<file path="src/design/asn1tp_pkg.sv">
// Shared types and constants for the ASN.1 time string parser.
package asn1tp_pkg;

  localparam int unsigned AccW  = 14;
  localparam int unsigned FldW  = 7;
  localparam int unsigned CntW  = 3;

  localparam logic [7:0] ChZero  = 8'h30;
  localparam logic [7:0] ChNine  = 8'h39;
  localparam logic [7:0] ChZulu  = 8'h5A;
  localparam logic [7:0] ChPlus  = 8'h2B;
  localparam logic [7:0] ChMinus = 8'h2D;
  localparam logic [7:0] ChDot   = 8'h2E;

  localparam logic [AccW-1:0] CenturyPivot = AccW'(50);
  localparam logic [AccW-1:0] Base2000     = AccW'(2000);
  localparam logic [AccW-1:0] Base1900     = AccW'(1900);

  // Position within the time string grammar
  typedef enum logic [3:0] {
    PH_YEAR,
    PH_MONTH,
    PH_DAY,
    PH_HOUR,
    PH_AFTER_HOUR,
    PH_MINUTE,
    PH_AFTER_MIN,
    PH_SECOND,
    PH_AFTER_SEC,
    PH_FRAC,
    PH_AFTER_FRAC,
    PH_OFFSET
  } phase_t;

  // Where a completed digit goes
  typedef enum logic [2:0] {
    DST_NONE,
    DST_YEAR,
    DST_MONTH,
    DST_DAY,
    DST_HOUR,
    DST_MINUTE,
    DST_SECOND
  } dst_t;

  typedef struct packed {
    phase_t            phase;
    logic [AccW-1:0]   acc;
    logic [CntW-1:0]   cnt;
    logic [AccW-1:0]   year;
    logic [FldW-1:0]   month;
    logic [FldW-1:0]   day;
    logic [FldW-1:0]   hour;
    logic [FldW-1:0]   minute;
    logic [FldW-1:0]   second;
    logic              failed;
    logic              finished;
  } parse_state_t;

  typedef struct packed {
    logic              ok;
    logic [AccW-1:0]   year;
    logic [FldW-1:0]   month;
    logic [FldW-1:0]   day;
    logic [FldW-1:0]   hour;
    logic [FldW-1:0]   minute;
    logic [FldW-1:0]   second;
  } parse_result_t;

  localparam parse_state_t StateReset = '{
    phase:    PH_YEAR,
    acc:      '0,
    cnt:      '0,
    year:     '0,
    month:    '0,
    day:      '0,
    hour:     '0,
    minute:   '0,
    second:   '0,
    failed:   1'b0,
    finished: 1'b0
  };

endpackage

</file>
<file path="src/design/asn1tp_step.sv">
// Per-character parse step: next parser state and the result for a final character.
module asn1tp_step import asn1tp_pkg::*; (
  input  parse_state_t  st,
  input  logic          gen,
  input  logic [7:0]    ch,
  input  logic          last,
  output parse_state_t  st_next,
  output parse_result_t res
);

  logic                is_digit;
  logic                is_sign;
  logic [3:0]          dval;
  logic                do_take;
  logic                restart;
  logic [CntW-1:0]     len;
  phase_t              take_next;
  logic                take_ends;
  dst_t                dst;
  logic [CntW-1:0]     cnt_eff;
  logic [CntW-1:0]     cnt_inc;
  logic [AccW-1:0]     acc_base;
  logic [AccW-1:0]     acc_new;
  parse_state_t        upd;
  logic                end_ok;
  logic [AccW-1:0]     year_full;

  assign is_digit = (ch >= ChZero) && (ch <= ChNine);
  assign is_sign  = (ch == ChPlus) || (ch == ChMinus);
  assign dval     = 4'(ch - ChZero);

  // Grammar decode: pick the group to feed or the branch to take
  always_comb begin
    upd       = st;
    do_take   = 1'b0;
    restart   = 1'b0;
    len       = CntW'(2);
    take_next = st.phase;
    take_ends = 1'b0;
    dst       = DST_NONE;
    unique case (st.phase)
      PH_YEAR: begin
        do_take = 1'b1; len = gen ? CntW'(4) : CntW'(2);
        take_next = PH_MONTH; dst = DST_YEAR;
      end
      PH_MONTH: begin
        do_take = 1'b1; take_next = PH_DAY; dst = DST_MONTH;
      end
      PH_DAY: begin
        do_take = 1'b1; take_next = PH_HOUR; dst = DST_DAY;
      end
      PH_HOUR: begin
        do_take = 1'b1; take_next = gen ? PH_AFTER_HOUR : PH_MINUTE; dst = DST_HOUR;
      end
      PH_AFTER_HOUR: begin
        if (ch == ChZulu) begin
          upd.finished = 1'b1;
        end else if (is_sign) begin
          upd.phase = PH_OFFSET; upd.cnt = '0;
        end else begin
          upd.phase = PH_MINUTE; restart = 1'b1; do_take = 1'b1;
          take_next = PH_AFTER_MIN; dst = DST_MINUTE;
        end
      end
      PH_MINUTE: begin
        do_take = 1'b1; take_next = PH_AFTER_MIN; dst = DST_MINUTE;
      end
      PH_AFTER_MIN: begin
        if (ch == ChZulu) begin
          upd.finished = 1'b1;
        end else if (is_sign) begin
          upd.phase = PH_OFFSET; upd.cnt = '0;
        end else begin
          upd.phase = PH_SECOND; restart = 1'b1; do_take = 1'b1;
          take_next = PH_AFTER_SEC; dst = DST_SECOND;
        end
      end
      PH_SECOND: begin
        do_take = 1'b1; take_next = PH_AFTER_SEC; dst = DST_SECOND;
      end
      PH_AFTER_SEC: begin
        if (gen && (ch == ChDot)) begin
          upd.phase = PH_FRAC; upd.cnt = '0;
        end else if (is_sign) begin
          upd.phase = PH_OFFSET; upd.cnt = '0;
        end else begin
          upd.finished = 1'b1;
        end
      end
      PH_FRAC: begin
        do_take = 1'b1; len = CntW'(3); take_next = PH_AFTER_FRAC;
      end
      PH_AFTER_FRAC: begin
        if (is_sign) begin
          upd.phase = PH_OFFSET; upd.cnt = '0;
        end else begin
          upd.finished = 1'b1;
        end
      end
      PH_OFFSET: begin
        do_take = 1'b1; len = CntW'(4); take_ends = 1'b1;
      end
      default: begin
        upd.finished = 1'b1;
      end
    endcase

    // Digit accumulation for the selected group
    cnt_eff  = restart ? '0 : st.cnt;
    cnt_inc  = cnt_eff + CntW'(1);
    acc_base = (cnt_eff == '0) ? '0 : st.acc;
    acc_new  = AccW'(acc_base * AccW'(10)) + AccW'(dval);
    if (do_take) begin
      upd.acc = acc_base;
      if (!is_digit) begin
        upd.failed = 1'b1;
        if (restart) upd.cnt = '0;
      end else begin
        upd.acc = acc_new;
        unique case (dst)
          DST_NONE:   ;
          DST_YEAR:   upd.year   = acc_new;
          DST_MONTH:  upd.month  = acc_new[FldW-1:0];
          DST_DAY:    upd.day    = acc_new[FldW-1:0];
          DST_HOUR:   upd.hour   = acc_new[FldW-1:0];
          DST_MINUTE: upd.minute = acc_new[FldW-1:0];
          DST_SECOND: upd.second = acc_new[FldW-1:0];
          default:    ;
        endcase
        if (cnt_inc >= len) begin
          upd.cnt = '0;
          if (take_ends) upd.finished = 1'b1;
          else           upd.phase    = take_next;
        end else begin
          upd.cnt = cnt_inc;
        end
      end
    end
    // Parsing stops once failed or finished
    if (st.failed || st.finished) upd = st;
  end

  // End-of-string acceptance for partial groups
  always_comb begin
    unique case (upd.phase)
      PH_HOUR:       end_ok = gen && (upd.cnt != '0);
      PH_AFTER_HOUR: end_ok = 1'b1;
      PH_SECOND:     end_ok = (upd.cnt != '0);
      PH_AFTER_SEC:  end_ok = 1'b1;
      PH_FRAC:       end_ok = (upd.cnt != '0);
      PH_AFTER_FRAC: end_ok = 1'b1;
      PH_OFFSET:     end_ok = (upd.cnt >= CntW'(3));
      default:       end_ok = 1'b0;
    endcase
  end

  // Century mapping and result gating
  always_comb begin
    year_full = upd.year;
    if (!gen) begin
      year_full = upd.year + ((upd.year < CenturyPivot) ? Base2000 : Base1900);
    end
    res.ok = !upd.failed && (upd.finished || end_ok);
    res.year   = res.ok ? year_full  : '0;
    res.month  = res.ok ? upd.month  : '0;
    res.day    = res.ok ? upd.day    : '0;
    res.hour   = res.ok ? upd.hour   : '0;
    res.minute = res.ok ? upd.minute : '0;
    res.second = res.ok ? upd.second : '0;
  end

  // A final character returns the parser to its start state
  assign st_next = last ? StateReset : upd;

endmodule

</file>
<file path="src/design/asn1_time_string_parser_top.sv">
// Top level of the ASN.1 time string parser: input register, parser state, result register.
// A final character is held in the input register, and the parser step then loads its result into the result register.
// Throughput: one character per cycle while in_stall is low; the parser state is updated for each accepted character.
// A final character waits in the input register only while a result is held by out_stall.
// Reset (rst, synchronous) empties both registers and returns the parser to the year group.
module asn1_time_string_parser_top import asn1tp_pkg::*; (
  input  logic             clk,
  input  logic             rst,
  input  logic             in_valid,
  output logic             in_stall,
  input  logic             mode,
  input  logic [7:0]       text_byte,
  input  logic             end_of_string,
  output logic             out_valid,
  input  logic             out_stall,
  output logic             valid_res,
  output logic [AccW-1:0]  year,
  output logic [FldW-1:0]  month,
  output logic [FldW-1:0]  day,
  output logic [FldW-1:0]  hour,
  output logic [FldW-1:0]  minute,
  output logic [FldW-1:0]  second
);

  logic          item_valid;
  logic          item_mode;
  logic [7:0]    item_byte;
  logic          item_last;
  logic          advance;
  logic          out_free;
  parse_state_t  pstate;
  parse_state_t  pstate_next;
  parse_result_t res;

  assign out_free = !out_valid || !out_stall;
  assign advance  = item_valid && (!item_last || out_free);
  assign in_stall = item_valid && !advance;

  // Input register
  always_ff @(posedge clk) begin
    if (rst) begin
      item_valid <= 1'b0;
    end else if (!in_stall) begin
      item_valid <= in_valid;
    end
  end

  always_ff @(posedge clk) begin
    if (!in_stall && in_valid) begin
      item_mode <= mode;
      item_byte <= text_byte;
      item_last <= end_of_string;
    end
  end

  asn1tp_step u_step (
    .st      (pstate),
    .gen     (item_mode),
    .ch      (item_byte),
    .last    (item_last),
    .st_next (pstate_next),
    .res     (res)
  );

  // Parser state
  always_ff @(posedge clk) begin
    if (rst) begin
      pstate <= StateReset;
    end else if (advance) begin
      pstate <= pstate_next;
    end
  end

  // Result register
  always_ff @(posedge clk) begin
    if (rst) begin
      out_valid <= 1'b0;
    end else if (advance && item_last) begin
      out_valid <= 1'b1;
    end else if (!out_stall) begin
      out_valid <= 1'b0;
    end
  end

  always_ff @(posedge clk) begin
    if (advance && item_last) begin
      valid_res <= res.ok;
      year      <= res.year;
      month     <= res.month;
      day       <= res.day;
      hour      <= res.hour;
      minute    <= res.minute;
      second    <= res.second;
    end
  end

endmodule
</file>
<file path="config.mk">
export PLATFORM = sky130hd
export DESIGN_NAME = asn1_time_string_parser_top
export DESIGN_NICKNAME = d
export VERILOG_FILES = /design/src/design/asn1tp_pkg.sv /design/src/design/asn1tp_step.sv /design/src/design/asn1_time_string_parser_top.sv
export SDC_FILE = /design/constraint.sdc
export NUM_CORES = 1
export LEC_CHECK = 0
export BUFFER_PORTS_ARGS = -buffer_cell sky130_fd_sc_hd__buf_2
export CORE_MARGIN = 1.5
export CORE_UTILIZATION = 35
export CTS_CLUSTER_SIZE = 20
export DETAILED_ROUTE_END_ITERATION = 6
export GPL_TIMING_DRIVEN = 1
export RECOVER_POWER = 25
export SYNTH_ARGS = -nofsm -noshare
export SYNTH_HDL_FRONTEND = slang
export SYNTH_SLANG_ARGS = --single-unit
</file>
<file path="constraint.sdc">
create_clock -name clk -period 12.08 [get_ports clk]
set_clock_uncertainty 0.2 [all_clocks]
set_input_delay 2.416 -clock clk [delete_from_list [all_inputs] [get_ports clk]]
set_output_delay 2.416 -clock clk [all_outputs]
set_load 0.1 [all_outputs]
</file>
After elaboration in Yosys (flattened, before gate mapping) --
Cells that the tools add are included.
Word-level totals: bits of input ports 14, flip-flop bits (word level) 134, word-level logic and storage cells 151, output and inout bits 52
Cells by class: reduce and logical (&&, ||, !) cells 28, eq/ne operators 30, multipliers 1, $add $sub $neg 4, magnitude comparators 5, mux-type cells 60
Operator list (count):
- two-way mux 72 bit | 3
- two-way mux 49 bit | 1
- two-way mux 4 bit | 12
- two-way mux 14 bit | 3
- two-way mux 3 bit | 12
- one-hot mux 4 bit (9 select lines) | 1
- two-way mux 7 bit | 5
- == test 4 bit (second input constant) | 8
- == test 4 x 3 -> 1 bit (second input constant) | 6
- == test 8 x 6 -> 1 bit (second input constant) | 3
- one-hot mux 3 bit (8 select lines) | 1
- two-way mux 18 bit | 1
- one-hot mux 3 bit (3 select lines) | 2
- one-hot mux 4 bit (4 select lines) | 1
- adder 14 bit | 1
- adder 14 x 4 -> 14 bit | 1
- less-than comparator 14 x 6 -> 1 bit (second input constant) | 1
- multiplier 14 x 3 -> 13 bit (second input constant) | 1
- two-way mux 1 bit | 14
- == test 4 x 2 -> 1 bit (second input constant) | 3
- == test 3 bit (second input constant) | 3
- == test 8 x 7 -> 1 bit (second input constant) | 1
- >= comparator 8 x 6 -> 1 bit (second input constant) | 1
- <= comparator 8 x 6 -> 1 bit (second input constant) | 1
- 23 further kinds | 42

Logic depth before layout (Yosys ltp) --
word-level depth 19, gate-level depth with buffers 35, depth with buffers taken out 32

By module --
Synthesis repeated with hierarchy kept, for this count alone.
Unflattened totals: cell total of the unflattened synthesis 944, area, all modules 8858.5 µm²
Modules (own cells, without submodules):
- asn1_time_string_parser_top | sequential area each 3283.1 µm², cells each 384, area an instance 5182.5 µm², instances 1
- asn1tp_step | sequential area each 0.0 µm², cells each 560, area an instance 3676.0 µm², instances 1

Worst setup path after synthesis --
Ideal clock, no wire load.
kind register -> register, start point reg item_byte[1], end point reg year[13] (data pin), path slack 4.050 ns, required time 11.734 ns, clock period less this slack 8.030 ns, stages on the path, launching flop included 34, buffers on the path 2, arrival 7.684 ns, library setup time 0.146 ns, cells stage by stage edfxtp_1 and4bb_1 and2_1 buf_6 or3_1 nand2_1 ha_1 inv_1 a2111oi_4 nand2_1 and2_1 clkbuf_1 and3_1 ha_1 fa_1 and3_1 o21a_1 o311ai_0 nor3b_1 nand3_1 xnor2_1 mux2_2 nor4_1 nand3_1 ha_1 a21o_1 a21oi_1 nor2b_1 nor2_1 nand2_1 o31ai_1 or3b_1 a31o_2 a21oi_1
Between the ends: cells in the longest elaborated chain, start to end 18, elaborated cells on any way between the ends 81, classes of those cells add/sub: 4; mul: 1; order compare: 5; eq/ne: 12; mux: 48; reduce/logical: 11
Ends and longest elaborated chain:
- from (decl) | RTL line asn1_time_string_parser_top.sv:27 | logic [7:0] item_byte;
- from (signal assigned) | RTL line asn1_time_string_parser_top.sv:51 | item_byte <= text_byte;
- == test 8 x 6 -> 1 bit | RTL line asn1tp_step.sv:29 | assign is_sign = (ch == ChPlus) || (ch == ChMinus);
- logical OR 1 bit | RTL line asn1tp_step.sv:29
- two-way mux 1 bit | RTL line asn1tp_step.sv:58, asn1tp_step.sv:71
- two-way mux 1 bit | RTL line asn1tp_step.sv:69 | if (ch == ChZulu) begin
- two-way mux 1 bit
- two-way mux 3 bit | RTL line asn1tp_step.sv:109 | cnt_eff = restart ? '0 : st.cnt;
- logical NOT 3 bit | RTL line asn1tp_step.sv:111 | acc_base = (cnt_eff == '0) ? '0 : st.acc;
- two-way mux 14 bit | RTL line asn1tp_step.sv:111
- (+2 left out)
- two-way mux 14 bit | RTL line asn1tp_step.sv:120 | unique case (dst)
- two-way mux 49 bit | RTL line asn1tp_step.sv:115 | if (!is_digit) begin
- two-way mux 72 bit (*) | RTL line asn1tp_step.sv:113 | if (do_take) begin
- two-way mux 72 bit (*) | RTL line asn1tp_step.sv:140 | if (st.failed || st.finished) upd = st;
- less-than comparator 14 x 6 -> 1 bit | RTL line asn1tp_step.sv:161 | year_full = upd.year + ((upd.year < CenturyPivot) ? Base2000 : Base1900);
- two-way mux 8 bit | RTL line asn1tp_step.sv:161
- adder 14 bit | RTL line asn1tp_step.sv:161
- two-way mux 14 bit | RTL line asn1tp_step.sv:160 | if (!gen) begin
- to (signal assigned) | RTL line asn1_time_string_parser_top.sv:88 | year <= res.year;
- to (decl) | RTL line asn1_time_string_parser_top.sv:17 | output logic [AccW-1:0] year,
Mark *: on every way between the ends. The rest lies on a longest branch, timed or not. The select of a mux whose other input is x is not followed. A chain may end at the register's enable or synchronous reset.

Worst setup path after layout --
start point reg item_byte[0], end point reg year[13] (data pin)
Same word-level chain as after synthesis.

==> run_results.csv <==
group,metric,value,unit
setup_path,endpoint_kind,"flip-flop",
global_route,grt.overflow.total,0,
route,drcViolationCount,0,
final_layout,fill_cells,2083,
cts,cts_setup_buffers,0,
die,dieArea,22300,um^2
timing,final.setup.tns,0,ns
setup_path,crit_type,"reg2reg",
global_route,antenna_found_initial,0,
route,antenna_left,0,
route,route.met3.wl,979,um
cts,insertion_delay,0.42,ns
synth,netlist_area,7510,um^2
global_route,grt_max_degree,72,
timing,fin_ws,3.01,ns
place,dp_hpwl,14100,um
route,wire_per_inst,17.6,um
run_status,violations,"capacitance limit, slew limit",
setup_path,crit_fanout,13,
synth,syn_nets,871,
place,pre_cts_slack,3.05,ns
setup_path,worstPathArrival,9.14,ns
setup_path,r2r_slack,3.01,ns
timing,slew_viol_final,72,
synth,synth_top_cell_by_area,"edfxtp_1",
global_route,grt_pass1_wl,32600,um
die,fp-row-count,53,
setup_path,crit_required,12.15,ns
setup_path,r2r_end,"year[13]",
setup_path,timing.rr.start,"item_byte[0]",
place,placed_area,8070,um^2
timing,post-route-period-util,75.1,%
route,drt_iter0_drc,608,
final_layout,drive_above_1_share,10.4,%
cts,cts_resized,0,
synth,synth-edff-count,60,
setup_path,start_kind,"flip-flop",
cts,htreeDepth,4,
route,via_per_inst,5.49,
cts,cts_buffer_depth,2,
setup_path,cpMaxStageDelayCell,"o311ai_0",
route,routed_wl,20500,um
cts,hold_buffers,0,
synth,ys_seq_elements,133,
synth,syn_inst,829,
timing,rsz0062_at_grt,"false",
synth,syn_avg_cell_area,9.06,um^2
run_status,status,"complete, but fails checks",
power_and_ir_drop,irDropWorstVdd,0.0000710,V
die,pin_count,66,
min_path,hold_start,"pstate[46]",
place,routabilityCongestion,0.922,
final_layout,nets,917,
setup_path,critPathMaxStageDelay,0.69,ns
synth,ys_warn_count,0,
timing,layout_min_cycle_time,9.07,ns
die,fp.dieH,149,um
power_and_ir_drop,p_leak,0.00301,uW
cts,path_clk_slew,0.06,ns
cts,cts_tree,"done",
timing,hold_violations,0,
synth,netlist_top_cells_area,"edfxtp_1 24%, dfxtp_1 19%, nor2_1 7.1%",
synth,ys_seq_area_share,43.5,%
power_and_ir_drop,power.density,121,nW/um^2
setup_path,crit_path_start,"item_byte[0]",
timing,whs,0.278,ns
synth,synth-main-ff-cell,"dfxtp_1",
route,dr.pass1.iters,5,
cts,cts.sinks,133,
route,wl_met1,9720,um
final_layout,area_growth,14.0,%
setup_path,reg2regPathDepth,31,
cts,cts-root-buf,"clkbuf_16",
route,vias,6383,
run,maxCapViolCount,1,
timing,tightest_slew,3.35,ns
place,port-buffer-count,65,
timing,clock.fmax,110,MHz
synth,synthDistinctLibCells,74,
final_layout,num_antenna_cells,0,
global_route,first_global_vias,5983,
route,dr_wl_met2,9480,um
die,initial_core_util,35.7,%
die,die_w,149,um
route,top_layer,"met4",
min_path,holdCritPathClass,"reg2reg",
final_layout,multi_input_area,3990,um^2
timing,finalSetupViolCount,0,
timing,slew_headroom,-124,%
final_layout,regArea,3260,um^2
synth,synth_top_cell_area_share,24.0,%
die,core-area,21000,um^2
synth,async_flop_share,0,%
final_layout,final_area,8560,um^2
setup_path,worstSetupEndpoint,"year[13]",
cts,cts_buffers,17,
global_route,grt_usage,18.8,%
==> cell usage after synthesis, types with 3 or more instances <==
cell type,n
a211o_1,3
a211oi_1,7
a211oi_2,9
a21o_1,6
a21oi_1,51
a221oi_1,5
a22oi_1,50
a2bb2oi_1,3
a31oi_1,6
a32oi_1,9
and2_1,8
and3_1,23
buf_1,3
buf_2,5
clkbuf_1,37
dfxtp_1,73
edfxtp_1,60
ha_1,26
inv_1,19
mux2_2,3
mux2i_1,15
nand2_1,79
nand2b_1,11
nand3_1,14
nand4_1,9
nor2_1,143
nor2b_1,10
nor3_1,13
nor3b_1,3
nor4_1,4
o21a_1,5
o21ai_0,21
o21ai_1,5
or2_2,3
or4_1,4
xnor2_1,24
xor2_1,11
==> logic make-up after synthesis <==
logic type,count (synthesis),share of synthesized area (%)
simple gates,338,21.3
mux,18,2.45
xor+xnor,35,4.08
buf+inv,67,3.68
compound gates,209,20.0
fa+ha+maj,29,5.02
flops,133,43.5
==> how the worst min path moves through the flow <==
stage                 endpoint  slack [ns]  cells past startpoint
floorplan           pstate[46]        0.24                      2
global placement    pstate[46]        0.25                      2
detailed placement  pstate[46]        0.26                      2
CTS                 pstate[46]        0.27                      2
global route        pstate[24]        0.31                      2
finish              pstate[46]        0.28                      2
==> registers in the layout (all words and copies together), names as in the netlist <==
| register | count |
|---|---|
| out_valid | 1 |
| year | 14 |
| item_mode | 1 |
| second | 7 |
| item_last | 1 |
| minute | 7 |
| item_byte | 8 |
| hour | 7 |
| month | 7 |
| valid_res | 1 |
| item_valid | 1 |
| day | 7 |
| pstate | 71 |
==> metal layers <==
metal / global-route usage, % / vias up
met2: 30.2 / 192
met5: 0 / -
met3: 2.93 / 25
met4: 6.04 / 0
met1: 25.8 / 3029
li1: - / 3137
==> final cells by class <==
cell class | instances | area share (%)
multi-input cells | 629 | 46.6
flip-flops and latches | 133 | 38.1
clock buffers | 20 | 5.22
repair buffers | 75 | 4.02
well taps | 275 | 4.02
clock inverters | 12 | 1.24
inverters | 19 | 0.833
==> power breakdown <==
part / switching [uW] / internal, uW / leakage [uW]
clock: 201 / 287 / 0.000254
combinational: 57.2 / 11.7 / 0.00159
sequential: 5.06 / 475 / 0.00117
==> per-stage QoR <==
stage                     utilization [%]  total power, uW  cells
after floorplan                         -              541    829
after global placement               38.4              559   1131
after detailed placement             38.4              560   1131
after CTS                            41.0             1050   1163
after global routing                 40.7             1070   1163
final                                40.7             1040   1163
==> placed cells by master (no fill, tap or decap), types with 5 or more instances in the layout <==
cell type / count
a22oi_1: 50
and3_1: 22
dfxtp_1: 73
nor3_1: 11
nand4_1: 9
a32oi_1: 9
xnor2_1: 24
a221oi_1: 5
inv_1: 19
a31oi_1: 6
edfxtp_1: 60
mux2i_1: 15
o21ai_0: 20
o21a_1: 5
clkbuf_16: 17
nor2_1: 143
a21o_1: 6
nand2_1: 79
xor2_1: 11
and2_1: 8
nand3_1: 14
clkinvlp_4: 5
clkbuf_1: 45
buf_4: 9
a211oi_2: 9
buf_2: 23
o21ai_1: 6
nor2b_1: 10
nand2b_1: 11
a21oi_1: 51
ha_1: 26
a211oi_1: 7
==> worst max-delay path, delay by kind of cell (launching register included) <==
family          cells  cell delay [ns]
compound gates      8             2.32
xor+xnor            1             0.17
mux                 1             0.34
simple gates       16             4.05
flops               1             0.68
fa+ha+maj           4             1.11
buf+inv             1             0.06
Note: power is estimated with default switching activity, not from simulation.
